<file path="src/ognms_pkg.sv">
// ognms_pkg: types, constants and the overlap helper of the overlap group NMS block.
// Has no dependencies; every other file of the block uses it.
package ognms_pkg;

  localparam int MaxGroups  = 16;
  localparam int MaxMembers = 16;
  localparam int CoordBits  = 11;
  localparam int SideBits   = 6;
  localparam int ScoreBits  = 16;

  localparam logic [5:0]  MaxSideReset = 6'd60;
  localparam logic [11:0] ImgWidthReset  = 12'd640;
  localparam logic [11:0] ImgHeightReset = 12'd480;

  localparam logic [1:0] CFG_MAX_SIDE  = 2'd0;
  localparam logic [1:0] CFG_IMG_WIDTH = 2'd1;
  localparam logic [1:0] CFG_IMG_HEIGHT = 2'd2;

  localparam logic KIND_BOX = 1'b0;
  localparam logic KIND_EOF = 1'b1;

  typedef struct packed {
    logic                        kind;
    logic [CoordBits-1:0]        box_x;
    logic [CoordBits-1:0]        box_y;
    logic [CoordBits-1:0]        box_width;
    logic [CoordBits-1:0]        box_height;
    logic                        is_positive;
    logic signed [ScoreBits-1:0] score;
  } in_t;

  typedef struct packed {
    logic                 valid_res;
    logic [CoordBits-1:0] out_x;
    logic [CoordBits-1:0] out_y;
    logic [SideBits-1:0]  out_width;
    logic [SideBits-1:0]  out_height;
    logic [4:0]           group_size;
    logic                 overflowed;
    logic                 last;
  } out_t;

  typedef struct packed {
    logic [5:0]  max_side;
    logic [11:0] image_width;
    logic [11:0] image_height;
  } cfg_t;

  typedef struct packed {
    logic [CoordBits-1:0]        x;
    logic [CoordBits-1:0]        y;
    logic [SideBits-1:0]         side;
    logic signed [ScoreBits-1:0] score;
  } member_t;

  typedef struct packed {
    logic [CoordBits-1:0] x;
    logic [CoordBits-1:0] y;
    logic [SideBits-1:0]  w;
    logic [SideBits-1:0]  h;
  } cur_t;

  typedef struct packed {
    logic                 hit;
    logic [CoordBits-1:0] x;
    logic [CoordBits-1:0] y;
    logic [SideBits-1:0]  w;
    logic [SideBits-1:0]  h;
  } ovl_t;

  typedef enum logic [3:0] {
    ST_IDLE,
    ST_GRP_RD,
    ST_GRP_CMP,
    ST_SEL_RD,
    ST_SEL_CMP,
    ST_CUR_RD,
    ST_CUR_LD,
    ST_MRG_RD,
    ST_MRG_CMP,
    ST_EMIT
  } state_e;

  // intersection of two boxes; hit means nonzero area
  function automatic ovl_t overlap(input cur_t a, input cur_t b);
    logic [CoordBits-1:0] lx;
    logic [CoordBits-1:0] ty;
    logic [CoordBits:0]   ar;
    logic [CoordBits:0]   br;
    logic [CoordBits:0]   ab;
    logic [CoordBits:0]   bb;
    logic [CoordBits:0]   rx;
    logic [CoordBits:0]   by;
    ovl_t r;
    lx = (a.x > b.x) ? a.x : b.x;
    ty = (a.y > b.y) ? a.y : b.y;
    ar = (CoordBits+1)'(a.x) + (CoordBits+1)'(a.w);
    br = (CoordBits+1)'(b.x) + (CoordBits+1)'(b.w);
    ab = (CoordBits+1)'(a.y) + (CoordBits+1)'(a.h);
    bb = (CoordBits+1)'(b.y) + (CoordBits+1)'(b.h);
    rx = (ar < br) ? ar : br;
    by = (ab < bb) ? ab : bb;
    r.hit = ((CoordBits+1)'(lx) < rx) && ((CoordBits+1)'(ty) < by);
    r.x = lx;
    r.y = ty;
    r.w = SideBits'(rx - (CoordBits+1)'(lx));
    r.h = SideBits'(by - (CoordBits+1)'(ty));
    return r;
  endfunction

endpackage

</file>
<file path="src/ognms_seq.sv">
// ognms_seq: sequencer for grouping, best-member selection, merging and result output.
// Depends on ognms_pkg; drives the ognms_store ports.
module ognms_seq #(
  parameter int MAX_GROUPS  = ognms_pkg::MaxGroups,
  parameter int MAX_MEMBERS = ognms_pkg::MaxMembers,
  parameter int GW = 4,
  parameter int KW = 4
) (
  input  logic                 clk_i,
  input  logic                 rst_ni,
  input  ognms_pkg::cfg_t      cfg_i,
  input  logic                 in_valid_i,
  output logic                 in_stall_o,
  input  ognms_pkg::in_t       in_data_i,
  output logic                 out_valid_o,
  input  logic                 out_stall_i,
  output ognms_pkg::out_t      out_data_o,
  output logic                 re_o,
  output logic [GW+KW-1:0]     raddr_o,
  input  ognms_pkg::member_t   rdata_i,
  output logic                 we_o,
  output logic [GW+KW-1:0]     waddr_o,
  output ognms_pkg::member_t   wdata_o
);

  localparam int FW = $clog2(MAX_MEMBERS + 1);
  localparam int TW = $clog2(MAX_GROUPS + 1);
  localparam int CB = ognms_pkg::CoordBits;
  localparam int SB = ognms_pkg::SideBits;

  ognms_pkg::state_e state_q, state_d;
  logic [GW-1:0]           g_q, g_d;
  logic [KW-1:0]           k_q, k_d;
  logic [KW-1:0]           best_q, best_d;
  logic signed [15:0]      low_q, low_d;
  ognms_pkg::member_t      nb_q, nb_d;
  ognms_pkg::cur_t         cur_q, cur_d;
  logic [FW-1:0]           fill_q [MAX_GROUPS];
  logic [FW-1:0]           fill_d [MAX_GROUPS];
  logic [TW-1:0]           total_q, total_d;
  logic                    ovf_q, ovf_d;
  ognms_pkg::out_t         out_q, out_d;
  logic                    out_valid_q, out_valid_d;

  logic            in_accept;
  logic            is_eof;
  logic [CB-1:0]   side;
  logic [CB:0]     x_end;
  logic [CB:0]     y_end;
  logic            keep;
  logic [FW-1:0]   fill_g;
  logic            last_k;
  logic            last_g;
  logic            slot_free;
  logic            group_full;
  logic            groups_full;
  ognms_pkg::cur_t nb_box;
  ognms_pkg::cur_t rd_box;
  ognms_pkg::ovl_t grp_ovl;
  ognms_pkg::ovl_t mrg_ovl;
  logic [11:0]     area_ov;
  logic [11:0]     area_cur;
  logic [11:0]     area_mem;
  logic [13:0]     lhs;
  logic [13:0]     rhs;
  logic            merge;

  assign in_stall_o  = (state_q != ognms_pkg::ST_IDLE);
  assign in_accept   = in_valid_i && !in_stall_o;
  assign is_eof      = (in_data_i.kind == ognms_pkg::KIND_EOF);
  assign out_valid_o = out_valid_q;
  assign out_data_o  = out_q;
  assign slot_free   = !out_valid_q || !out_stall_i;

  assign side  = (in_data_i.box_width > in_data_i.box_height) ?
                 in_data_i.box_width : in_data_i.box_height;
  assign x_end = (CB+1)'(in_data_i.box_x) + (CB+1)'(side);
  assign y_end = (CB+1)'(in_data_i.box_y) + (CB+1)'(side);
  assign keep  = (side < CB'(cfg_i.max_side)) &&
                 (12'(y_end) < cfg_i.image_height) &&
                 (12'(x_end) < cfg_i.image_width) &&
                 in_data_i.is_positive;

  assign fill_g      = fill_q[g_q];
  assign last_k      = (FW'(k_q) == fill_g - FW'(1));
  assign last_g      = (TW'(g_q) == total_q - TW'(1));
  assign group_full  = (fill_g >= FW'(MAX_MEMBERS));
  assign groups_full = (total_q >= TW'(MAX_GROUPS));

  assign nb_box = '{x: nb_q.x, y: nb_q.y, w: nb_q.side, h: nb_q.side};
  assign rd_box = '{x: rdata_i.x, y: rdata_i.y, w: rdata_i.side, h: rdata_i.side};
  assign grp_ovl = ognms_pkg::overlap(nb_box, rd_box);
  assign mrg_ovl = ognms_pkg::overlap(cur_q, rd_box);

  assign area_ov  = 12'(mrg_ovl.w) * 12'(mrg_ovl.h);
  assign area_cur = 12'(cur_q.w) * 12'(cur_q.h);
  assign area_mem = 12'(rdata_i.side) * 12'(rdata_i.side);
  assign lhs      = 14'(3) * 14'(area_ov);
  assign rhs      = 14'(area_cur) + 14'(area_mem);
  assign merge    = mrg_ovl.hit && (lhs > rhs);

  // next state
  always_comb begin
    state_d = state_q;
    case (state_q)
      ognms_pkg::ST_IDLE: begin
        if (in_accept) begin
          if (is_eof) begin
            state_d = (total_q == '0) ? ognms_pkg::ST_EMIT : ognms_pkg::ST_SEL_RD;
          end else if (keep && (total_q != '0)) begin
            state_d = ognms_pkg::ST_GRP_RD;
          end
        end
      end
      ognms_pkg::ST_GRP_RD: state_d = ognms_pkg::ST_GRP_CMP;
      ognms_pkg::ST_GRP_CMP: begin
        if (grp_ovl.hit || (last_k && last_g)) begin
          state_d = ognms_pkg::ST_IDLE;
        end else begin
          state_d = ognms_pkg::ST_GRP_RD;
        end
      end
      ognms_pkg::ST_SEL_RD: state_d = ognms_pkg::ST_SEL_CMP;
      ognms_pkg::ST_SEL_CMP: begin
        state_d = last_k ? ognms_pkg::ST_CUR_RD : ognms_pkg::ST_SEL_RD;
      end
      ognms_pkg::ST_CUR_RD: state_d = ognms_pkg::ST_CUR_LD;
      ognms_pkg::ST_CUR_LD: begin
        state_d = (fill_g == FW'(1)) ? ognms_pkg::ST_EMIT : ognms_pkg::ST_MRG_RD;
      end
      ognms_pkg::ST_MRG_RD: begin
        if (k_q != best_q) begin
          state_d = ognms_pkg::ST_MRG_CMP;
        end else if (last_k) begin
          state_d = ognms_pkg::ST_EMIT;
        end
      end
      ognms_pkg::ST_MRG_CMP: begin
        state_d = last_k ? ognms_pkg::ST_EMIT : ognms_pkg::ST_MRG_RD;
      end
      ognms_pkg::ST_EMIT: begin
        if (slot_free) begin
          state_d = ((total_q == '0) || last_g) ? ognms_pkg::ST_IDLE : ognms_pkg::ST_SEL_RD;
        end
      end
      default: state_d = ognms_pkg::ST_IDLE;
    endcase
  end

  // datapath and store control
  always_comb begin
    g_d         = g_q;
    k_d         = k_q;
    best_d      = best_q;
    low_d       = low_q;
    nb_d        = nb_q;
    cur_d       = cur_q;
    fill_d      = fill_q;
    total_d     = total_q;
    ovf_d       = ovf_q;
    out_d       = out_q;
    out_valid_d = out_valid_q && out_stall_i;
    re_o        = 1'b0;
    raddr_o     = {g_q, k_q};
    we_o        = 1'b0;
    waddr_o     = {g_q, fill_g[KW-1:0]};
    wdata_o     = nb_q;

    case (state_q)
      ognms_pkg::ST_IDLE: begin
        if (in_accept) begin
          nb_d.x     = in_data_i.box_x;
          nb_d.y     = in_data_i.box_y;
          nb_d.side  = SB'(side);
          nb_d.score = in_data_i.score;
          g_d        = '0;
          k_d        = '0;
          best_d     = '0;
          low_d      = '0;
          if (!is_eof && keep && (total_q == '0)) begin
            we_o          = 1'b1;
            waddr_o       = '0;
            wdata_o.x     = in_data_i.box_x;
            wdata_o.y     = in_data_i.box_y;
            wdata_o.side  = SB'(side);
            wdata_o.score = in_data_i.score;
            fill_d[0]     = FW'(1);
            total_d       = TW'(1);
          end
        end
      end
      ognms_pkg::ST_GRP_RD: re_o = 1'b1;
      ognms_pkg::ST_GRP_CMP: begin
        if (grp_ovl.hit) begin
          if (group_full) begin
            ovf_d = 1'b1;
          end else begin
            we_o        = 1'b1;
            fill_d[g_q] = fill_g + FW'(1);
          end
        end else if (last_k) begin
          k_d = '0;
          if (last_g) begin
            if (groups_full) begin
              ovf_d = 1'b1;
            end else begin
              we_o                    = 1'b1;
              waddr_o                 = {total_q[GW-1:0], {KW{1'b0}}};
              fill_d[total_q[GW-1:0]] = FW'(1);
              total_d                 = total_q + TW'(1);
            end
          end else begin
            g_d = g_q + GW'(1);
          end
        end else begin
          k_d = k_q + KW'(1);
        end
      end
      ognms_pkg::ST_SEL_RD: re_o = 1'b1;
      ognms_pkg::ST_SEL_CMP: begin
        if (rdata_i.score < low_q) begin
          low_d  = rdata_i.score;
          best_d = k_q;
        end
        k_d = last_k ? '0 : k_q + KW'(1);
      end
      ognms_pkg::ST_CUR_RD: begin
        re_o    = 1'b1;
        raddr_o = {g_q, best_q};
      end
      ognms_pkg::ST_CUR_LD: begin
        cur_d = rd_box;
        k_d   = '0;
      end
      ognms_pkg::ST_MRG_RD: begin
        if (k_q != best_q) begin
          re_o = 1'b1;
        end else if (!last_k) begin
          k_d = k_q + KW'(1);
        end
      end
      ognms_pkg::ST_MRG_CMP: begin
        if (merge) begin
          cur_d = '{x: mrg_ovl.x, y: mrg_ovl.y, w: mrg_ovl.w, h: mrg_ovl.h};
        end
        if (!last_k) begin
          k_d = k_q + KW'(1);
        end
      end
      ognms_pkg::ST_EMIT: begin
        if (slot_free) begin
          out_valid_d = 1'b1;
          out_d.overflowed = ovf_q;
          if (total_q == '0) begin
            out_d.valid_res  = 1'b0;
            out_d.out_x      = '0;
            out_d.out_y      = '0;
            out_d.out_width  = '0;
            out_d.out_height = '0;
            out_d.group_size = '0;
            out_d.last       = 1'b1;
          end else begin
            out_d.valid_res  = 1'b1;
            out_d.out_x      = cur_q.x;
            out_d.out_y      = cur_q.y;
            out_d.out_width  = cur_q.w;
            out_d.out_height = cur_q.h;
            out_d.group_size = 5'(fill_g);
            out_d.last       = last_g;
          end
          if ((total_q == '0) || last_g) begin
            for (int i = 0; i < MAX_GROUPS; i++) begin
              fill_d[i] = '0;
            end
            total_d = '0;
            ovf_d   = 1'b0;
          end else begin
            g_d    = g_q + GW'(1);
            k_d    = '0;
            best_d = '0;
            low_d  = '0;
          end
        end
      end
      default: ;
    endcase
  end

  always_ff @(posedge clk_i or negedge rst_ni) begin
    if (!rst_ni) begin
      state_q     <= ognms_pkg::ST_IDLE;
      total_q     <= '0;
      ovf_q       <= 1'b0;
      out_valid_q <= 1'b0;
      for (int i = 0; i < MAX_GROUPS; i++) begin
        fill_q[i] <= '0;
      end
    end else begin
      state_q     <= state_d;
      total_q     <= total_d;
      ovf_q       <= ovf_d;
      out_valid_q <= out_valid_d;
      fill_q      <= fill_d;
    end
  end

  always_ff @(posedge clk_i) begin
    g_q    <= g_d;
    k_q    <= k_d;
    best_q <= best_d;
    low_q  <= low_d;
    nb_q   <= nb_d;
    cur_q  <= cur_d;
    out_q  <= out_d;
  end

endmodule

</file>
<file path="config.mk">
export PLATFORM = sky130hd
export DESIGN_NAME = ognms_seq
export DESIGN_NICKNAME = d
export VERILOG_FILES = /design/src/ognms_pkg.sv /design/src/ognms_seq.sv
export SDC_FILE = /design/constraint.sdc
export NUM_CORES = 1
export LEC_CHECK = 0
export BUFFER_PORTS_ARGS = -buffer_cell sky130_fd_sc_hd__buf_2
export CAP_MARGIN = 15
export CORE_MARGIN = 3
export CORE_UTILIZATION = 60
export CTS_BUF_LIST = sky130_fd_sc_hd__clkbuf_4
export DETAILED_ROUTE_END_ITERATION = 6
export GPL_TIMING_DRIVEN = 0
export HOLD_SLACK_MARGIN = 0.06
export PLACE_DENSITY_LB_ADDON = 0.25
export SETUP_SLACK_MARGIN = 0.3
export SYNTH_ARGS = -nofsm -noshare
export SYNTH_HDL_FRONTEND = slang
export SYNTH_SLANG_ARGS = --single-unit
</file>
<file path="constraint.sdc">
create_clock -name clk_i -period 19.2 [get_ports clk_i]
set_input_delay 4.8 -clock clk_i [delete_from_list [all_inputs] [get_ports clk_i]]
set_output_delay 4.8 -clock clk_i [all_outputs]
set_load 0.05 [all_outputs]
</file>
==> impl_results.md <==
- Synthesis Warnings: 0
- Number of placement rows: 73
- Drt initial violations: 1896
- Outcome: complete, no violations
- Worst Hold Launch: fill_q[34]
- Synthesized instance count: 2581
- Average via count per standard cell: 6.17
- Slowest stage delay, CP: 0.79 ns
- Growth of design area from synthesis to finish: 12.5%
- Type of destination of the critical path: output pin
- Total clock buffers created by CTS: 72
- RR Endpoint: cur_q[20]
- Setup repair after global routing missed its margin: no
- CP Class: in2out
- Number of port buffers: 245
- Max_slew headroom: 26.1%
- Die extent in y: 207 µm
- CTS Root Buffer Type: sky130_fd_sc_hd__clkbuf_4
- Period Utilization, post-route: 90.3%
- Cell type of the slowest stage on the worst timing path: sky130_fd_sc_hd__or4b_2
- Number of endpoints failing setup at the final stage: 0
- Total track usage: 33.5%
- Period minus WS final: 17.33 ns
- Effective utilization at floorplan: 61.0%
- Final HPWL DP: 58300 µm
- Count of pins over their slew limit: 0
- Count of endpoints failing hold in the final timing report: 0
- Largest buffer count on any clock path: 3
- DR pass1 iterations: 6
- Skew final: 0.0804 ns
- Cell count of the worst hold path: 1
- Number of antenna violations at the first check in global routing: 6
- CTS resizes: 0
- R2R depth: 51
- RR Startpoint: cur_q[7]
- Library cell with the highest instance count after synthesis: sky130_fd_sc_hd__ha_1
- Pin count of the biggest net entering global routing: 69
- Boundary Pins: 246
- Max Cap Viol: 0
- Worst setup path startpoint: in_data_i[18]
- Top flip-flop cell by instance count after synthesis: sky130_fd_sc_hd__edfxtp_1
- Worst vdd rail ir drop: 0.000327 V
- Post-layout net count: 3456
- Post-route DRC violation count: 0
- Total vias in the final route: 21600
- Maximum net fanout on the critical path: 10
- Cell taking the most area after synthesis: sky130_fd_sc_hd__edfxtp_1
- F_max: 0.0577 GHz
- Number of nets produced by synthesis: 3126
- Vias in the first global route: 22000
- End of the worst hold path: fill_q[34]
- CTS clock-pin slew for the worst setup and hold paths: 0.06 ns
- Worst path required time: 14.40 ns
- Area share of the leading cell type in the synthesized netlist: 18.3%
- Synth top area cells: sky130_fd_sc_hd__edfxtp_1, sky130_fd_sc_hd__ha_1, sky130_fd_sc_hd__dfrtp_1
- Commonest cells in the netlist: sky130_fd_sc_hd__ha_1, sky130_fd_sc_hd__inv_1, sky130_fd_sc_hd__nand2_1
- Library cells used by synthesis: 86
- Weighted congestion reported at the end of routability-driven placement: 0.976
- Number of storage elements in the synthesis netlist: 239
- FF-to-FF setup slack: 5.91 ns
- Overall die width: 207 µm
- Async set-reset flop share out of synthesis: 38.1%
- Path category of the worst min-delay check: reg2reg
- Worst-skew pair later-pin latency: 0.81 ns
- Mapped Area: 24300 µm²
- Aggregate routed wire length: 73500 µm
- Routed length on met2: 33800 µm
- Highest routing layer actually used: met5
- Data arrival time of the critical path: 12.53 ns
- Number of sinks driven by the clock tree: 239
- Transition time at the pin with the least slew margin: 1.09 ns
- H-tree depth: 3
- Met3 wire length: 7120 µm
- Die footprint: 42900 µm²
- Total power per unit cell area: 134 nW/µm²
- Wirelength per Cell: 21.0 µm
- Share of final-layout standard cells stronger than drive strength 1: 19.4%
- Area of the core: 39800 µm²
- Wire length of the first global-routing pass: 116000 µm
- Static leakage: 12.8 nW
- Total design power: 3.65 mW
- Worst Setup Start Kind: primary input
- Global route overflow: 0
- Most common cell type on the critical path: sky130_fd_sc_hd__a21oi_1
- Setup TNS Final: 0 ns
- TritonCTS clock tree: built
- Hold_buf cts: 0
- Number of buffers inserted by post-CTS setup repair: 0
- Count of flip-flops with a built-in enable after synthesis: 148
- Antenna Nets Post-Route: 0
- Syn Area/Cell: 9.41 µm²
- Fraction of the yosys area taken by sequential cells: 27.7%
- Wl on met1: 30000 µm
-- cell type report --
type	count	area (µm²)
Clock buffer	103	773
Tap cell	525	657
Fill cell	3229	12500
Timing Repair Buffer	256	1370
Sequential cell	239	6720
Buffer	80	370
Antenna cell	8	20.0
Inverter	276	1040
Multi-Input combinational cell	1986	16200
Clock inverter	30	174
-- worst max-delay path: cells and delay by family --
kind	cells	cell delay (ns)
compound gates	15	3.03
fa+ha+maj	3	0.83
buf+inv	6	1.23
mux	2	0.83
simple gates	6	1.79
-- placed cells by master (no fill, tap or decap), drive strengths merged, types with 26 or more instances in the layout --
master	count
a21o	59
a21oi	130
and2	53
and3	29
buf	286
clkbuf	153
clkinv	27
dfrtp	91
edfxtp	148
fa	67
ha	338
inv	276
mux2	106
mux2i	32
nand2	191
nand2b	29
nand3	62
nand4	26
nor2	154
nor2b	38
o211ai	36
o21a	50
o21ai	160
o2bb2ai	44
xnor2	82
xor2	41
-- how the worst max path moves through the flow --
| stage | slack, ns | to | cells past startpoint |
|---|---|---|---|
| floorplan | 1.05 | cur_q[0] | 48 |
| global placement | -2.05 | cur_q[16] | 47 |
| detailed placement | 1.51 | cur_q[12] | 50 |
| CTS | 1.93 | wdata_o[42] | 32 |
| global route | 1.44 | wdata_o[42] | 32 |
| finish | 1.87 | wdata_o[42] | 32 |
-- cell families after synthesis --
group | Yosys count | synth area share, %
fa+ha+maj | 406 | 23.0
flops | 239 | 27.7
compound gates | 638 | 17.6
buf+inv | 356 | 5.79
xor+xnor | 123 | 4.43
mux | 157 | 8.09
simple gates | 662 | 13.5
-- stage by stage --
stage / area, µm² / cells / worst slack, ns / hold WS [ns] / utilization (%)
2_1_floorplan: 24300 / 2581 / 1.05 / 0.419 / -
3_3_place_gp: 26200 / 3351 / -2.05 / 0.466 / 65.7
3_5_place_dp: 26300 / 3361 / 1.51 / 0.468 / 66.2
4_1_cts: 27300 / 3494 / 1.93 / 0.490 / 68.5
5_1_grt: 27300 / 3500 / 1.44 / 0.513 / 68.6
6_report: 27300 / 3503 / 1.87 / 0.487 / 68.6
-- state kept, by name, summed over array words and instances, names as in the netlist, named ones only --
register,count
ovf_q,1
total_q,5
best_q,4
state_q,4
out_valid_o,1
nb_q,16
k_q,4
nb_box,28
cur_q,34
g_q,4
out_data_o,42
low_q,16
fill_q,79
-- layer usage --
layer / vias up / track usage, %
met5: - / 0
met4: 2 / 13.8
met3: 174 / 9.13
met2: 1012 / 53.7
met1: 10400 / 43.2
li1: 10000 / -
-- report_power, final --
group	switching [mW]	internal (mW)
clock	0.252	0.266
sequential	0.000221	0.546
combinational	1.46	1.13
total	1.71	1.94
Power figures use the tool's default switching activity.
