## config.mk

```make
export PLATFORM = sky130hd
export DESIGN_NAME = ognms_cfg
export DESIGN_NICKNAME = d
export VERILOG_FILES = /design/src/ognms_pkg.sv /design/src/ognms_cfg.sv
export SDC_FILE = /design/constraint.sdc
export NUM_CORES = 1
export LEC_CHECK = 0
export BUFFER_PORTS_ARGS = -buffer_cell sky130_fd_sc_hd__buf_2
export CORE_UTILIZATION = 49
export DETAILED_ROUTE_END_ITERATION = 8
export PLACE_DENSITY = 0.9
export REMOVE_ABC_BUFFERS = 1
export SYNTH_ARGS = -nofsm -noshare
export SYNTH_HDL_FRONTEND = slang
export SYNTH_SLANG_ARGS = --single-unit
```

## constraint.sdc

```tcl
create_clock -name clk_i -period 1.15 [get_ports clk_i]
set_input_delay 0.23 -clock clk_i [delete_from_list [all_inputs] [get_ports clk_i]]
set_output_delay 0.23 -clock clk_i [all_outputs]
set_load 0.03 [all_outputs]
```

## src/ognms_pkg.sv

```systemverilog
// ognms_pkg: types, constants and the overlap helper of the overlap group NMS block.
// Has no dependencies; every other file of the block uses it.
package ognms_pkg;

  localparam int MaxGroups  = 16;
  localparam int MaxMembers = 16;
  localparam int CoordBits  = 11;
  localparam int SideBits   = 6;
  localparam int ScoreBits  = 16;

  localparam logic [5:0]  MaxSideReset = 6'd60;
  localparam logic [11:0] ImgWidthReset  = 12'd640;
  localparam logic [11:0] ImgHeightReset = 12'd480;

  localparam logic [1:0] CFG_MAX_SIDE  = 2'd0;
  localparam logic [1:0] CFG_IMG_WIDTH = 2'd1;
  localparam logic [1:0] CFG_IMG_HEIGHT = 2'd2;

  localparam logic KIND_BOX = 1'b0;
  localparam logic KIND_EOF = 1'b1;

  typedef struct packed {
    logic                        kind;
    logic [CoordBits-1:0]        box_x;
    logic [CoordBits-1:0]        box_y;
    logic [CoordBits-1:0]        box_width;
    logic [CoordBits-1:0]        box_height;
    logic                        is_positive;
    logic signed [ScoreBits-1:0] score;
  } in_t;

  typedef struct packed {
    logic                 valid_res;
    logic [CoordBits-1:0] out_x;
    logic [CoordBits-1:0] out_y;
    logic [SideBits-1:0]  out_width;
    logic [SideBits-1:0]  out_height;
    logic [4:0]           group_size;
    logic                 overflowed;
    logic                 last;
  } out_t;

  typedef struct packed {
    logic [5:0]  max_side;
    logic [11:0] image_width;
    logic [11:0] image_height;
  } cfg_t;

  typedef struct packed {
    logic [CoordBits-1:0]        x;
    logic [CoordBits-1:0]        y;
    logic [SideBits-1:0]         side;
    logic signed [ScoreBits-1:0] score;
  } member_t;

  typedef struct packed {
    logic [CoordBits-1:0] x;
    logic [CoordBits-1:0] y;
    logic [SideBits-1:0]  w;
    logic [SideBits-1:0]  h;
  } cur_t;

  typedef struct packed {
    logic                 hit;
    logic [CoordBits-1:0] x;
    logic [CoordBits-1:0] y;
    logic [SideBits-1:0]  w;
    logic [SideBits-1:0]  h;
  } ovl_t;

  typedef enum logic [3:0] {
    ST_IDLE,
    ST_GRP_RD,
    ST_GRP_CMP,
    ST_SEL_RD,
    ST_SEL_CMP,
    ST_CUR_RD,
    ST_CUR_LD,
    ST_MRG_RD,
    ST_MRG_CMP,
    ST_EMIT
  } state_e;

  // intersection of two boxes; hit means nonzero area
  function automatic ovl_t overlap(input cur_t a, input cur_t b);
    logic [CoordBits-1:0] lx;
    logic [CoordBits-1:0] ty;
    logic [CoordBits:0]   ar;
    logic [CoordBits:0]   br;
    logic [CoordBits:0]   ab;
    logic [CoordBits:0]   bb;
    logic [CoordBits:0]   rx;
    logic [CoordBits:0]   by;
    ovl_t r;
    lx = (a.x > b.x) ? a.x : b.x;
    ty = (a.y > b.y) ? a.y : b.y;
    ar = (CoordBits+1)'(a.x) + (CoordBits+1)'(a.w);
    br = (CoordBits+1)'(b.x) + (CoordBits+1)'(b.w);
    ab = (CoordBits+1)'(a.y) + (CoordBits+1)'(a.h);
    bb = (CoordBits+1)'(b.y) + (CoordBits+1)'(b.h);
    rx = (ar < br) ? ar : br;
    by = (ab < bb) ? ab : bb;
    r.hit = ((CoordBits+1)'(lx) < rx) && ((CoordBits+1)'(ty) < by);
    r.x = lx;
    r.y = ty;
    r.w = SideBits'(rx - (CoordBits+1)'(lx));
    r.h = SideBits'(by - (CoordBits+1)'(ty));
    return r;
  endfunction

endpackage

```

## src/ognms_cfg.sv

```systemverilog
// ognms_cfg: configuration registers written over the valid/ready write channel.
// Depends on ognms_pkg.
module ognms_cfg (
  input  logic                clk_i,
  input  logic                rst_ni,
  input  logic                cfg_valid_i,
  output logic                cfg_ready_o,
  input  logic [1:0]          cfg_index_i,
  input  logic [11:0]         cfg_data_i,
  output ognms_pkg::cfg_t     cfg_o
);

  ognms_pkg::cfg_t cfg_q, cfg_d;

  assign cfg_ready_o = 1'b1;
  assign cfg_o = cfg_q;

  always_comb begin
    cfg_d = cfg_q;
    if (cfg_valid_i) begin
      case (cfg_index_i)
        ognms_pkg::CFG_MAX_SIDE:   cfg_d.max_side     = cfg_data_i[5:0];
        ognms_pkg::CFG_IMG_WIDTH:  cfg_d.image_width  = cfg_data_i;
        ognms_pkg::CFG_IMG_HEIGHT: cfg_d.image_height = cfg_data_i;
        default: cfg_d = cfg_q;
      endcase
    end
  end

  always_ff @(posedge clk_i or negedge rst_ni) begin
    if (!rst_ni) begin
      cfg_q.max_side     <= ognms_pkg::MaxSideReset;
      cfg_q.image_width  <= ognms_pkg::ImgWidthReset;
      cfg_q.image_height <= ognms_pkg::ImgHeightReset;
    end else begin
      cfg_q <= cfg_d;
    end
  end

endmodule

```

==> impl_results.html, run 1 <==
<table>
<tr><th>Metric</th><th>Value</th></tr>
<tr><th colspan="2">Outcome</th></tr>
<tr><td>Status</td><td>finished, violations left</td></tr>
<tr><td>Failing checks</td><td>negative setup slack</td></tr>
<tr><th colspan="2">Timing</th></tr>
<tr><td>Time the final worst path needs with I/O delays and setup</td><td>roughly 1.2 ns</td></tr>
<tr><td>Worst hold slack across all endpoints</td><td>0.165 ns</td></tr>
<tr><td>Period Utilization, post-route</td><td>106%</td></tr>
<tr><td>Setup-failing EPs final</td><td>10</td></tr>
<tr><td>Post-route setup slack</td><td>-0.0727 ns</td></tr>
<tr><td>Max-slew violation total from the final report</td><td>0</td></tr>
<tr><td>Hold Violations, Final</td><td>0</td></tr>
<tr><td>Fmax</td><td>818 MHz</td></tr>
<tr><td>Setup repair after global routing missed its margin</td><td>true</td></tr>
<tr><td>Clock skew</td><td>0 ns</td></tr>
<tr><th colspan="2">Worst setup path</th></tr>
<tr><td>Endpoint kind of the worst setup timing path</td><td>output port</td></tr>
<tr><td>Reg2reg end</td><td>cfg_o[18]$_DFFE_PN0P_</td></tr>
<tr><td>Critical path origin</td><td>cfg_o[26]$_DFFE_PN1P_</td></tr>
<tr><td>Setup slack of the worst register-to-register path</td><td>0.26 ns</td></tr>
<tr><td>Instance count on the critical path</td><td>1</td></tr>
<tr><td>Path depth of the worst reg2reg path</td><td>2</td></tr>
<tr><td>Data arrival time of the critical path</td><td>approximately 1 ns</td></tr>
<tr><td>Cell class contributing the biggest share of worst-path delay</td><td>flip-flops</td></tr>
<tr><td>Critical Setup Path Class</td><td>flop to output port</td></tr>
<tr><td>Worst path required time</td><td>between 0.9 and 1 ns</td></tr>
<tr><td>End of the critical path</td><td>cfg_o[26]</td></tr>
<tr><td>Largest fanout on the critical path</td><td>2</td></tr>
<tr><td>Launch point of the worst reg-to-reg path</td><td>cfg_o[18]$_DFFE_PN0P_</td></tr>
<tr><td>Critical path's slowest cell</td><td>dfstp_2</td></tr>
<tr><td>Buffers and inverters on the worst path</td><td>1</td></tr>
<tr><td>Crit-path max cell delay</td><td>0.55 ns</td></tr>
<tr><td>Worst path cell trace</td><td>buf_6</td></tr>
<tr><td>Setup crit start kind</td><td>flop</td></tr>
<tr><th colspan="2">Drt</th></tr>
<tr><td>Number of search-and-repair iterations in the first detailed-routing pass</td><td>4</td></tr>
<tr><td>Antenna-violating nets left</td><td>0</td></tr>
<tr><td>Vias/cell</td><td>4.97</td></tr>
<tr><td>Post-route DRC</td><td>0</td></tr>
<tr><td>Starting DRC count in detailed routing</td><td>3</td></tr>
<tr><td>Sum of routed wire length over all layers</td><td>2210 um</td></tr>
<tr><td>Total number of vias</td><td>770</td></tr>
<tr><td>Routed len/inst</td><td>14.3 um</td></tr>
<tr><th colspan="2">Synth</th></tr>
<tr><td>Part of the Yosys area used for sequential elements</td><td>between 60% and 70%</td></tr>
<tr><td>Cell count after synthesis</td><td>67</td></tr>
<tr><td>Biggest area contributors in the synthesized netlist</td><td>dfrtp_1 43%, mux2_2 29%, dfstp_2 23%</td></tr>
<tr><td>Post-synthesis cell area</td><td>approximately 0.0012 mm2</td></tr>
<tr><td>Synth warnings</td><td>0</td></tr>
<tr><td>Mean post-synth cell area</td><td>17.2 um2</td></tr>
<tr><td>Unique masters post-synth</td><td>7</td></tr>
<tr><td>Number of storage elements in the synthesis netlist</td><td>30</td></tr>
<tr><td>Post-synthesis cell type with the largest combined area</td><td>dfrtp_1</td></tr>
<tr><td>Area share of the largest cell type after synthesis</td><td>43.3%</td></tr>
<tr><th colspan="2">Clock tree</th></tr>
<tr><td>Number of CTS-inserted buffers</td><td>5</td></tr>
<tr><td>CTS tree</td><td>done</td></tr>
<tr><td>Clock-pin slew reported for the worst setup and hold paths after clock tree synthesis</td><td>0.08 ns</td></tr>
<tr><td>Sink Count</td><td>30</td></tr>
<tr><td>Root buffer cell</td><td>clkbuf_4</td></tr>
<tr><td>Count of H-tree levels built during CTS</td><td>2</td></tr>
<tr><td>Worst-case clock buffer depth</td><td>2</td></tr>
<tr><td>Clock latency at the later pin of the worst-skew pair</td><td>0.31 ns</td></tr>
<tr><th colspan="2">Global routing</th></tr>
<tr><td>Global-route wire length before repair</td><td>3670 um</td></tr>
<tr><td>Antenna violations before repair</td><td>0</td></tr>
<tr><td>Global route overflow</td><td>0</td></tr>
<tr><td>GR Util All Layers</td><td>between 20% and 30%</td></tr>
<tr><td>Via count of the first global-routing pass</td><td>816</td></tr>
<tr><td>Largest net degree at the start of global routing</td><td>19</td></tr>
<tr><th colspan="2">Power and ir drop</th></tr>
<tr><td>Leak</td><td>0.784 nW</td></tr>
<tr><td>Worst VDD drop</td><td>1.46 mV</td></tr>
<tr><td>Power per unit of standard cell area</td><td>1870 mW/mm2</td></tr>
<tr><th colspan="2">Floorplan</th></tr>
<tr><td>Initial Util</td><td>52.2%</td></tr>
<tr><td>Num rows</td><td>17</td></tr>
<tr><td>Core Box Area</td><td>~0.0022 mm2</td></tr>
<tr><td>Horizontal extent of the die</td><td>roughly 50 um</td></tr>
<tr><td>Die extent in y</td><td>50.5 um</td></tr>
<tr><td>I/O pin cnt</td><td>48</td></tr>
<tr><td>Area of the die</td><td>~0.0026 mm2</td></tr>
<tr><th colspan="2">Final layout</th></tr>
<tr><td>Most common library cell in the layout ignoring fill and taps</td><td>mux2_2</td></tr>
<tr><td>Final design utilization</td><td>75.5%</td></tr>
<tr><td>Antenna diode count</td><td>0</td></tr>
<tr><td>Synth-to-layout area growth</td><td>44.6%</td></tr>
<tr><td>Max FFs per register</td><td>30</td></tr>
<tr><td>Final nets</td><td>143</td></tr>
<tr><td>Filler cell count in the final layout</td><td>~150</td></tr>
<tr><td>Share of final-layout standard cells stronger than drive strength 1</td><td>78.7%</td></tr>
<tr><td>Highest-count cells in the layout ignoring fill and taps</td><td>30 x mux2_2, 22 x buf_2, 20 x dfrtp_1, 15 x buf_6, 14 x buf_4</td></tr>
<tr><th colspan="2">Hold path</th></tr>
<tr><td>Path category of the worst min-delay check</td><td>input port to flop</td></tr>
<tr><th colspan="2">Place</th></tr>
<tr><td>IO buf count</td><td>46</td></tr>
<tr><td>RePlAce Congestion</td><td>0.570</td></tr>
<tr><td>Detailed placement HPWL</td><td>1630 um</td></tr>
<tr><th colspan="2">Run</th></tr>
<tr><td>Count of maximum capacitance violations</td><td>0</td></tr>
</table>
[cells in the mapped netlist]
cell type  count
dfstp_2       10
nor3b_2        1
conb_1         1
mux2_2        30
buf_4          3
dfrtp_1       20
nand3b_1       2
[cells by family after synthesis]
kind of cell / count (synthesis) / synth area share, %
buf+inv: 3 / 1.95
flops: 30 / 66.1
mux: 30 / 29.3
other cells: 1 / 0.325
simple gates: 3 / 2.38
[stage by stage]
stage / power, W / setup TNS [ns] / instance area (um2) / instances / setup slack [ns]
after floorplan: 0.00204 / 0 / 1130 / 64 / 0.0485
after global placement: 0.00232 / 0 / 1470 / 142 / 0.0358
after detailed placement: 0.00236 / 0 / 1470 / 142 / 0.0168
after CTS: 0.00304 / -0.809 / 1590 / 152 / -0.0979
after global routing: 0.00327 / -1.08 / 1670 / 155 / -0.122
final: 0.00312 / -0.583 / 1670 / 155 / -0.0727
[layer usage]
metal  GRT usage, %  vias up  routed length [um]
li1               -      352                   -
met1           19.9      388                 842
met2           39.1       28                1250
met3           7.27        2                  99
met4           11.1        0                  22
met5              0        -                   0
[what timing repair did]
item / 4_1_cts / 5_1_grt
endpoints found under the hold margin: 9 / 0
endpoints found under the setup margin: 10 / 24
resized for setup: 20 / 33
pin swaps: 0 / 0
hold buffers: 1 / 0
buffers inserted: 1 / 3
[how the worst min path moves through the flow]
stage                              from                    end  slack [ns]  cells past startpoint
final                     cfg_data_i[7]  cfg_o[19]$_DFFE_PN1P_        0.16                      2
after global routing      cfg_data_i[9]   cfg_o[9]$_DFFE_PN0P_        0.14                      2
after CTS                 cfg_data_i[7]  cfg_o[19]$_DFFE_PN1P_        0.14                      2
after detailed placement         rst_ni  cfg_o[12]$_DFFE_PN0P_        0.14                      1
after global placement           rst_ni  cfg_o[12]$_DFFE_PN0P_        0.13                      1
after floorplan                  rst_ni   cfg_o[0]$_DFFE_PN0P_       -0.07                      0
[final cells by class]
cell class	instances	area, um2	area share (%)
multi-input cells	34	369	22.1
repair buffers	55	454	27.2
flip-flops and latches	30	763	45.7
clock buffers	8	48.8	2.92
well taps	28	35.0	2.10
[power by group]
group	switching [W]	total, W	internal (W)	leakage [nW]
logic	0.000615	0.00113	0.000519	0.416
registers	0.000120	0.00142	0.00130	0.342
clock network	0.000317	0.000561	0.000243	0.0265
total	0.00105	0.00312	0.00207	0.784
(Power assumes the default switching activity.)
==> run 2: changes to the inputs <==
--- a/config.mk
+++ b/config.mk
@@ -8,6 +8,7 @@
 export BUFFER_PORTS_ARGS = -buffer_cell sky130_fd_sc_hd__buf_2
 export CORE_UTILIZATION = 49
 export DETAILED_ROUTE_END_ITERATION = 8
+export MAX_ROUTING_LAYER = met4
 export PLACE_DENSITY = 0.9
 export REMOVE_ABC_BUFFERS = 1
 export SYNTH_ARGS = -nofsm -noshare
==> impl_results.html, run 2 (synthesis results as in run 1) <==
<table>
<tr><th>Metric</th><th>Value</th></tr>
<tr><th colspan="2">Drt</th></tr>
<tr><td>Total number of vias</td><td>762 (-1.0%)</td></tr>
<tr><td>Post-route DRC</td><td>0 (unchanged)</td></tr>
<tr><td>Routed len/inst</td><td>14.3 um (+0.42%)</td></tr>
<tr><td>Number of search-and-repair iterations in the first detailed-routing pass</td><td>3 (-1)</td></tr>
<tr><td>Starting DRC count in detailed routing</td><td>4 (+1)</td></tr>
<tr><td>Sum of routed wire length over all layers</td><td>2210 um (-0.23%)</td></tr>
<tr><td>Antenna-violating nets left</td><td>0 (unchanged)</td></tr>
<tr><td>Vias/cell</td><td>4.95 (-0.40%)</td></tr>
<tr><th colspan="2">Timing</th></tr>
<tr><td>TNS Setup</td><td>-0.638 ns (-0.0552 ns)</td></tr>
<tr><td>Max-slew violation total from the final report</td><td>0 (unchanged)</td></tr>
<tr><td>Setup repair after global routing missed its margin</td><td>true</td></tr>
<tr><td>Time the final worst path needs with I/O delays and setup</td><td>1.23 ns (+0.00553 ns)</td></tr>
<tr><td>Setup-failing EPs final</td><td>10 (unchanged)</td></tr>
<tr><td>Post-route setup slack</td><td>-0.0782 ns (-0.00553 ns)</td></tr>
<tr><td>Period Utilization, post-route</td><td>107% (+0.48 points)</td></tr>
<tr><td>Clock skew</td><td>0 ns (unchanged)</td></tr>
<tr><td>Hold Violations, Final</td><td>0 (unchanged)</td></tr>
<tr><td>Fmax</td><td>814 MHz (-0.45%)</td></tr>
<tr><th colspan="2">Global routing</th></tr>
<tr><td>Global Route met3 Usage</td><td>6.36% (-0.91 points)</td></tr>
<tr><td>Via count of the first global-routing pass</td><td>817 (+0.12%)</td></tr>
<tr><td>Global-route wire length before repair</td><td>3660 um (-0.19%)</td></tr>
<tr><td>Met1 global-route usage</td><td>19.9% (unchanged)</td></tr>
<tr><td>Global route overflow</td><td>0 (unchanged)</td></tr>
<tr><td>Antenna violations before repair</td><td>0 (unchanged)</td></tr>
<tr><td>GR Util All Layers</td><td>21.4% (+0.39 points)</td></tr>
<tr><td>Global routing's busiest layer</td><td>met2</td></tr>
<tr><td>Met2 demand-to-capacity share in global routing</td><td>39.1% (unchanged)</td></tr>
<tr><td>Largest net degree at the start of global routing</td><td>19 (unchanged)</td></tr>
<tr><th colspan="2">Worst setup path</th></tr>
<tr><td>Data arrival time of the critical path</td><td>1.00 ns (about the same)</td></tr>
<tr><td>Crit-path max cell delay</td><td>0.56 ns (about the same)</td></tr>
<tr><td>Largest fanout on the critical path</td><td>2 (unchanged)</td></tr>
<tr><td>Buffers and inverters on the worst path</td><td>1 (unchanged)</td></tr>
<tr><td>Critical Setup Path Class</td><td>flop to output port</td></tr>
<tr><td>Critical path's slowest cell</td><td>dfstp_2</td></tr>
<tr><td>Endpoint kind of the worst setup timing path</td><td>output port</td></tr>
<tr><td>Worst path cell trace</td><td>buf_6</td></tr>
<tr><td>Cell class contributing the biggest share of worst-path delay</td><td>flip-flops</td></tr>
<tr><td>Worst path required time</td><td>0.92 ns (about the same)</td></tr>
<tr><td>Setup crit start kind</td><td>flop</td></tr>
<tr><th colspan="2">Place</th></tr>
<tr><td>Post-Place Setup Slack</td><td>0.0168 ns (unchanged)</td></tr>
<tr><td>Detailed placement HPWL</td><td>1630 um (unchanged)</td></tr>
<tr><td>IO buf count</td><td>46 (unchanged)</td></tr>
<tr><td>Cell area after placement</td><td>0.00147 mm2 (unchanged)</td></tr>
<tr><td>RePlAce Congestion</td><td>0.573 (+0.47%)</td></tr>
<tr><th colspan="2">Final layout</th></tr>
<tr><td>Max FFs per register</td><td>30 (unchanged)</td></tr>
<tr><td>Final nets</td><td>142 (-0.70%)</td></tr>
<tr><td>Synth-to-layout area growth</td><td>41.5%</td></tr>
<tr><td>Final Instance Area</td><td>0.00163 mm2 (-2.2%)</td></tr>
<tr><td>Highest-count cells in the layout ignoring fill and taps</td><td>30 x mux2_2, 29 x buf_2, 20 x dfrtp_1, 12 x buf_6, 10 x dfstp_2</td></tr>
<tr><td>Filler cell count in the final layout</td><td>155 (+5.4%)</td></tr>
<tr><td>Antenna diode count</td><td>0 (unchanged)</td></tr>
<tr><td>Area of all sequential standard cells</td><td>763 um2 (unchanged)</td></tr>
<tr><td>Area occupied by multi-input gates</td><td>369 um2 (unchanged)</td></tr>
<tr><td>Most common library cell in the layout ignoring fill and taps</td><td>mux2_2</td></tr>
<tr><td>Share of final-layout standard cells stronger than drive strength 1</td><td>78.6% (-0.17 points)</td></tr>
<tr><th colspan="2">Floorplan</th></tr>
<tr><td>Horizontal extent of the die</td><td>50.5 um (unchanged)</td></tr>
<tr><td>Num rows</td><td>17 (unchanged)</td></tr>
<tr><td>Initial Util</td><td>52.2% (unchanged)</td></tr>
<tr><td>I/O pin cnt</td><td>48 (unchanged)</td></tr>
<tr><td>Area of the die</td><td>0.00255 mm2 (unchanged)</td></tr>
<tr><td>Die extent in y</td><td>50.5 um (unchanged)</td></tr>
<tr><td>Core Box Area</td><td>0.00221 mm2 (unchanged)</td></tr>
<tr><th colspan="2">Run</th></tr>
<tr><td>Count of maximum capacitance violations</td><td>0 (unchanged)</td></tr>
<tr><th colspan="2">Clock tree</th></tr>
<tr><td>Number of CTS-inserted buffers</td><td>5 (unchanged)</td></tr>
<tr><td>Root buffer cell</td><td>clkbuf_4</td></tr>
<tr><td>Count of H-tree levels built during CTS</td><td>2 (unchanged)</td></tr>
<tr><td>Clock latency at the later pin of the worst-skew pair</td><td>0.32 ns (about the same)</td></tr>
<tr><td>Sink Count</td><td>30 (unchanged)</td></tr>
<tr><td>CTS tree</td><td>done</td></tr>
<tr><td>Worst-case clock buffer depth</td><td>2 (unchanged)</td></tr>
<tr><td>Clock-pin slew reported for the worst setup and hold paths after clock tree synthesis</td><td>0.08 ns (about the same)</td></tr>
<tr><th colspan="2">Outcome</th></tr>
<tr><td>Status</td><td>finished, violations left</td></tr>
<tr><td>Failing checks</td><td>negative setup slack</td></tr>
<tr><th colspan="2">Power and ir drop</th></tr>
<tr><td>Worst VDD drop</td><td>1.47 mV (+0.32%)</td></tr>
<tr><td>Power per unit of standard cell area</td><td>1880 mW/mm2 (+0.53%)</td></tr>
<tr><td>Total power</td><td>0.00307 W (-1.7%)</td></tr>
<tr><td>Leak</td><td>0.770 nW (-1.8%)</td></tr>
<tr><th colspan="2">Hold path</th></tr>
<tr><td>Path category of the worst min-delay check</td><td>input port to flop</td></tr>
</table>
==> run 2: changes by cell type in the layout (fill, tap and decap cells not counted), sizes merged <==
cell,previous run,this run
buf,54,52
clkbuf,8,9
==> run 2: final timing paths <==
kind	start	to	slack (ns)	cells past startpoint
max	cfg_o[26]$_DFFE_PN1P_	cfg_o[26]	-0.08	1
min	cfg_data_i[7]	cfg_o[19]$_DFFE_PN1P_	0.16	2
max reg2reg	cfg_o[18]$_DFFE_PN0P_	cfg_o[18]$_DFFE_PN0P_	0.26	2
min reg2reg	cfg_o[20]$_DFFE_PN0P_	cfg_o[20]$_DFFE_PN0P_	0.51	1
max in group asynchronous	rst_ni	cfg_o[29]$_DFFE_PN1P_	0.34	3
min in group asynchronous	rst_ni	cfg_o[12]$_DFFE_PN0P_	0.33	2
==> run 2: area by class of cell <==
class / instances / share of cell area [%]
Clock buffer: 8 / 2.99
Sequential cell: 30 / 46.7
Multi-Input combinational cell: 34 / 22.6
Timing Repair Buffer: 54 / 25.6
Tap cell: 28 / 2.14
==> run 2: report_power, final <==
part / switching, W / internal [W] / total [W]
registers: 0.000113 / 0.00130 / 0.00142
clock network: 0.000324 / 0.000243 / 0.000567
logic: 0.000611 / 0.000472 / 0.00108
==> run 2: per-layer routing <==
layer,up-vias,wire (um)
li1,350,-
met1,380,844
met2,28,1210
met3,4,106
met4,0,45
met5,-,0
==> run 2: per-stage QoR <==
step	cells	util [%]	hold slack, ns
final	154	73.9	0.159
after global placement	142	66.2	0.131
after detailed placement	142	66.2	0.136
after CTS	152	72.1	0.144
after floorplan	64	-	-0.0656
after global routing	154	73.9	0.150
==> run 2: timing repair <==
item / 4_1_cts / 5_1_grt
setup endpoints to repair: 10 / 17
gates resized for setup: 20 / 15
endpoints found under the hold margin: 9 / 0
setup buffers: 1 / 2
hold buffers: 1 / 0
cloned: 0 / 0
==> run 3: changes to the inputs <==
--- a/config.mk
+++ b/config.mk
@@ -6,10 +6,10 @@
 export NUM_CORES = 1
 export LEC_CHECK = 0
 export BUFFER_PORTS_ARGS = -buffer_cell sky130_fd_sc_hd__buf_2
-export CORE_UTILIZATION = 49
+export CORE_UTILIZATION = 30
 export DETAILED_ROUTE_END_ITERATION = 8
 export MAX_ROUTING_LAYER = met4
-export PLACE_DENSITY = 0.9
+export PLACE_DENSITY = 0.63
 export REMOVE_ABC_BUFFERS = 1
 export SYNTH_ARGS = -nofsm -noshare
 export SYNTH_HDL_FRONTEND = slang
==> impl_results.html, run 3 (synthesis results as in run 1) <==
<table>
<tr><th>Metric</th><th>Value</th></tr>
<tr><th colspan="2">Outcome</th></tr>
<tr><td>Status</td><td>finished, violations left</td></tr>
<tr><td>Failing checks</td><td>negative setup slack</td></tr>
<tr><th colspan="2">Global routing</th></tr>
<tr><td>Global-route wire length before repair</td><td>3860 um (+5.3%)</td></tr>
<tr><td>Antenna violations before repair</td><td>0 (unchanged)</td></tr>
<tr><td>Largest net degree at the start of global routing</td><td>31 (+12)</td></tr>
<tr><td>GR Util All Layers</td><td>13.1% (-8.3 points)</td></tr>
<tr><td>Via count of the first global-routing pass</td><td>830 (+1.6%)</td></tr>
<tr><td>Global route overflow</td><td>0 (unchanged)</td></tr>
<tr><th colspan="2">Final layout</th></tr>
<tr><td>Antenna diode count</td><td>0 (unchanged)</td></tr>
<tr><td>Synth-to-layout area growth</td><td>44.1%</td></tr>
<tr><td>Most common library cell in the layout ignoring fill and taps</td><td>buf_2</td></tr>
<tr><td>Max FFs per register</td><td>30 (unchanged)</td></tr>
<tr><td>Final nets</td><td>142 (unchanged)</td></tr>
<tr><td>Share of final-layout standard cells stronger than drive strength 1</td><td>80.2% (+1.6 points)</td></tr>
<tr><td>Final Instance Area</td><td>0.00166 mm2 (+1.8%)</td></tr>
<tr><td>Highest-count cells in the layout ignoring fill and taps</td><td>36 x buf_2, 30 x mux2_2, 20 x dfrtp_1, 10 x dfstp_2, 10 x buf_6</td></tr>
<tr><th colspan="2">Worst setup path</th></tr>
<tr><td>Cell class contributing the biggest share of worst-path delay</td><td>flip-flops</td></tr>
<tr><td>Critical path's slowest cell</td><td>dfstp_2</td></tr>
<tr><td>Setup slack of the worst register-to-register path</td><td>0.33 ns (+0.07 ns)</td></tr>
<tr><td>Crit-path max cell delay</td><td>0.54 ns (-0.02 ns)</td></tr>
<tr><td>Worst path cell trace</td><td>buf_6</td></tr>
<tr><td>Reg2reg end</td><td>cfg_o[7]$_DFFE_PN1P_</td></tr>
<tr><td>Worst path required time</td><td>0.92 ns (about the same)</td></tr>
<tr><td>Critical Setup Path Class</td><td>flop to output port</td></tr>
<tr><td>Path depth of the worst reg2reg path</td><td>2 (unchanged)</td></tr>
<tr><td>Setup crit start kind</td><td>flop</td></tr>
<tr><td>Data arrival time of the critical path</td><td>0.94 ns (-0.06 ns)</td></tr>
<tr><td>Endpoint kind of the worst setup timing path</td><td>output port</td></tr>
<tr><td>Launch point of the worst reg-to-reg path</td><td>cfg_o[7]$_DFFE_PN1P_</td></tr>
<tr><td>Buffers and inverters on the worst path</td><td>1 (unchanged)</td></tr>
<tr><td>Largest fanout on the critical path</td><td>2 (unchanged)</td></tr>
<tr><th colspan="2">Clock tree</th></tr>
<tr><td>Root buffer cell</td><td>clkbuf_8</td></tr>
<tr><td>Clock-pin slew reported for the worst setup and hold paths after clock tree synthesis</td><td>0.06 ns (-0.02 ns)</td></tr>
<tr><td>Sink Count</td><td>30 (unchanged)</td></tr>
<tr><td>Count of H-tree levels built during CTS</td><td>2 (unchanged)</td></tr>
<tr><td>CTS tree</td><td>done</td></tr>
<tr><td>Number of CTS-inserted buffers</td><td>5 (unchanged)</td></tr>
<tr><td>Worst-case clock buffer depth</td><td>2 (unchanged)</td></tr>
<tr><td>Clock latency at the later pin of the worst-skew pair</td><td>0.26 ns (-0.06 ns)</td></tr>
<tr><th colspan="2">Hold path</th></tr>
<tr><td>Critical hold path startpoint</td><td>cfg_data_i[9]</td></tr>
<tr><td>Worst Hold Path EP</td><td>cfg_o[9]$_DFFE_PN0P_</td></tr>
<tr><td>Path category of the worst min-delay check</td><td>input port to flop</td></tr>
<tr><td>Hold depth</td><td>2 (unchanged)</td></tr>
<tr><th colspan="2">Drt</th></tr>
<tr><td>Antenna-violating nets left</td><td>0 (unchanged)</td></tr>
<tr><td>Sum of routed wire length over all layers</td><td>2280 um (+3.0%)</td></tr>
<tr><td>Post-route DRC</td><td>0 (unchanged)</td></tr>
<tr><td>Number of search-and-repair iterations in the first detailed-routing pass</td><td>3 (unchanged)</td></tr>
<tr><td>Total number of vias</td><td>785 (+3.0%)</td></tr>
<tr><td>Starting DRC count in detailed routing</td><td>32 (+28)</td></tr>
<tr><td>Vias/cell</td><td>4.51 (-8.8%)</td></tr>
<tr><td>Routed len/inst</td><td>13.1 um (-8.8%)</td></tr>
<tr><th colspan="2">Timing</th></tr>
<tr><td>Clock skew</td><td>0 ns (unchanged)</td></tr>
<tr><td>Time the final worst path needs with I/O delays and setup</td><td>1.17 ns (-0.0632 ns)</td></tr>
<tr><td>Max-slew violation total from the final report</td><td>0 (unchanged)</td></tr>
<tr><td>Fmax</td><td>858 MHz (+5.4%)</td></tr>
<tr><td>Worst hold slack across all endpoints</td><td>0.202 ns (+0.0429 ns)</td></tr>
<tr><td>Post-route setup slack</td><td>-0.0150 ns (+0.0632 ns)</td></tr>
<tr><td>Hold Violations, Final</td><td>0 (unchanged)</td></tr>
<tr><td>Setup-failing EPs final</td><td>10 (unchanged)</td></tr>
<tr><td>Setup repair after global routing missed its margin</td><td>true</td></tr>
<tr><td>Period Utilization, post-route</td><td>101% (-5.5 points)</td></tr>
<tr><th colspan="2">Floorplan</th></tr>
<tr><td>Horizontal extent of the die</td><td>64.0 um (+27%)</td></tr>
<tr><td>Die extent in y</td><td>64.0 um (+27%)</td></tr>
<tr><td>Area of the die</td><td>0.00410 mm2 (+61%)</td></tr>
<tr><td>I/O pin cnt</td><td>48 (unchanged)</td></tr>
<tr><td>Num rows</td><td>22 (+5)</td></tr>
<tr><td>Initial Util</td><td>31.3% (-21 points)</td></tr>
<tr><td>Core Box Area</td><td>0.00369 mm2 (+67%)</td></tr>
<tr><th colspan="2">Power and ir drop</th></tr>
<tr><td>Worst VDD drop</td><td>0.946 mV (-36%)</td></tr>
<tr><td>Power per unit of standard cell area</td><td>1960 mW/mm2 (+4.6%)</td></tr>
<tr><td>Leak</td><td>0.778 nW (+1.1%)</td></tr>
<tr><th colspan="2">Place</th></tr>
<tr><td>Detailed placement HPWL</td><td>1700 um (+4.3%)</td></tr>
<tr><td>IO buf count</td><td>46 (unchanged)</td></tr>
<tr><td>Cell area after placement</td><td>0.00149 mm2 (+1.9%)</td></tr>
<tr><td>RePlAce Congestion</td><td>0.644 (+13%)</td></tr>
<tr><th colspan="2">Run</th></tr>
<tr><td>Count of maximum capacitance violations</td><td>0 (unchanged)</td></tr>
</table>
## run 3: how the worst max path moves through the flow
stage / startpoint / to / slack (ns) / depth (start not counted)
finish: cfg_o[29]$_DFFE_PN1P_ / cfg_o[29] / -0.02 / 1
global route: cfg_o[5]$_DFFE_PN1P_ / cfg_o[5] / -0.05 / 1
CTS: cfg_o[29]$_DFFE_PN1P_ / cfg_o[29] / -0.03 / 1
detailed placement: cfg_index_i[0] / cfg_o[24]$_DFFE_PN0P_ / -0.05 / 4
global placement: cfg_index_i[0] / cfg_o[24]$_DFFE_PN0P_ / -0.05 / 4
floorplan: cfg_index_i[0] / cfg_o[0]$_DFFE_PN0P_ / 0.05 / 2
## run 3: timing repair
action	in CTS	in global routing
hold buffers	1	0
resized for setup	20	0
setup buffers	1	0
hold endpoints to repair	20	0
cloned	0	0
pin swaps	0	0
endpoints found under the setup margin	10	10
## run 3: routing by layer
layer  track usage, %  up-vias  routed length [um]
li1                 -      353                   -
met1             12.7      401                 893
met2             23.8       26                1250
met3             3.93        5                  94
met4             5.97        0                  42
met5                -        -                   0
## run 3: stage by stage
stage | util (%) | setup slack (ns) | instances | setup TNS [ns] | total power [W]
floorplan | - | 0.0485 | 64 | 0 | 0.00204
CTS | 45.1 | -0.0310 | 174 | -0.212 | 0.00332
global placement | 40.5 | -0.0460 | 164 | -0.102 | 0.00233
global route | 45.1 | -0.0538 | 174 | -0.430 | 0.00344
detailed placement | 40.5 | -0.0525 | 164 | -0.170 | 0.00236
finish | 45.1 | -0.0150 | 174 | -0.104 | 0.00327
## run 3: layout make-up
cell class	count	area, um2
clock buffers	7	86.3
clock inverters	1	5.00
flip-flops and latches	30	763
fillers	346	2020
well taps	48	60.1
multi-input cells	34	369
repair buffers	54	380
## run 3: power breakdown
group          total [W]  internal [W]  switching (W)
Combinational    0.00102      0.000420       0.000599
Sequential       0.00141       0.00131       0.000107
Clock           0.000834      0.000481       0.000353
Total            0.00327       0.00221        0.00106
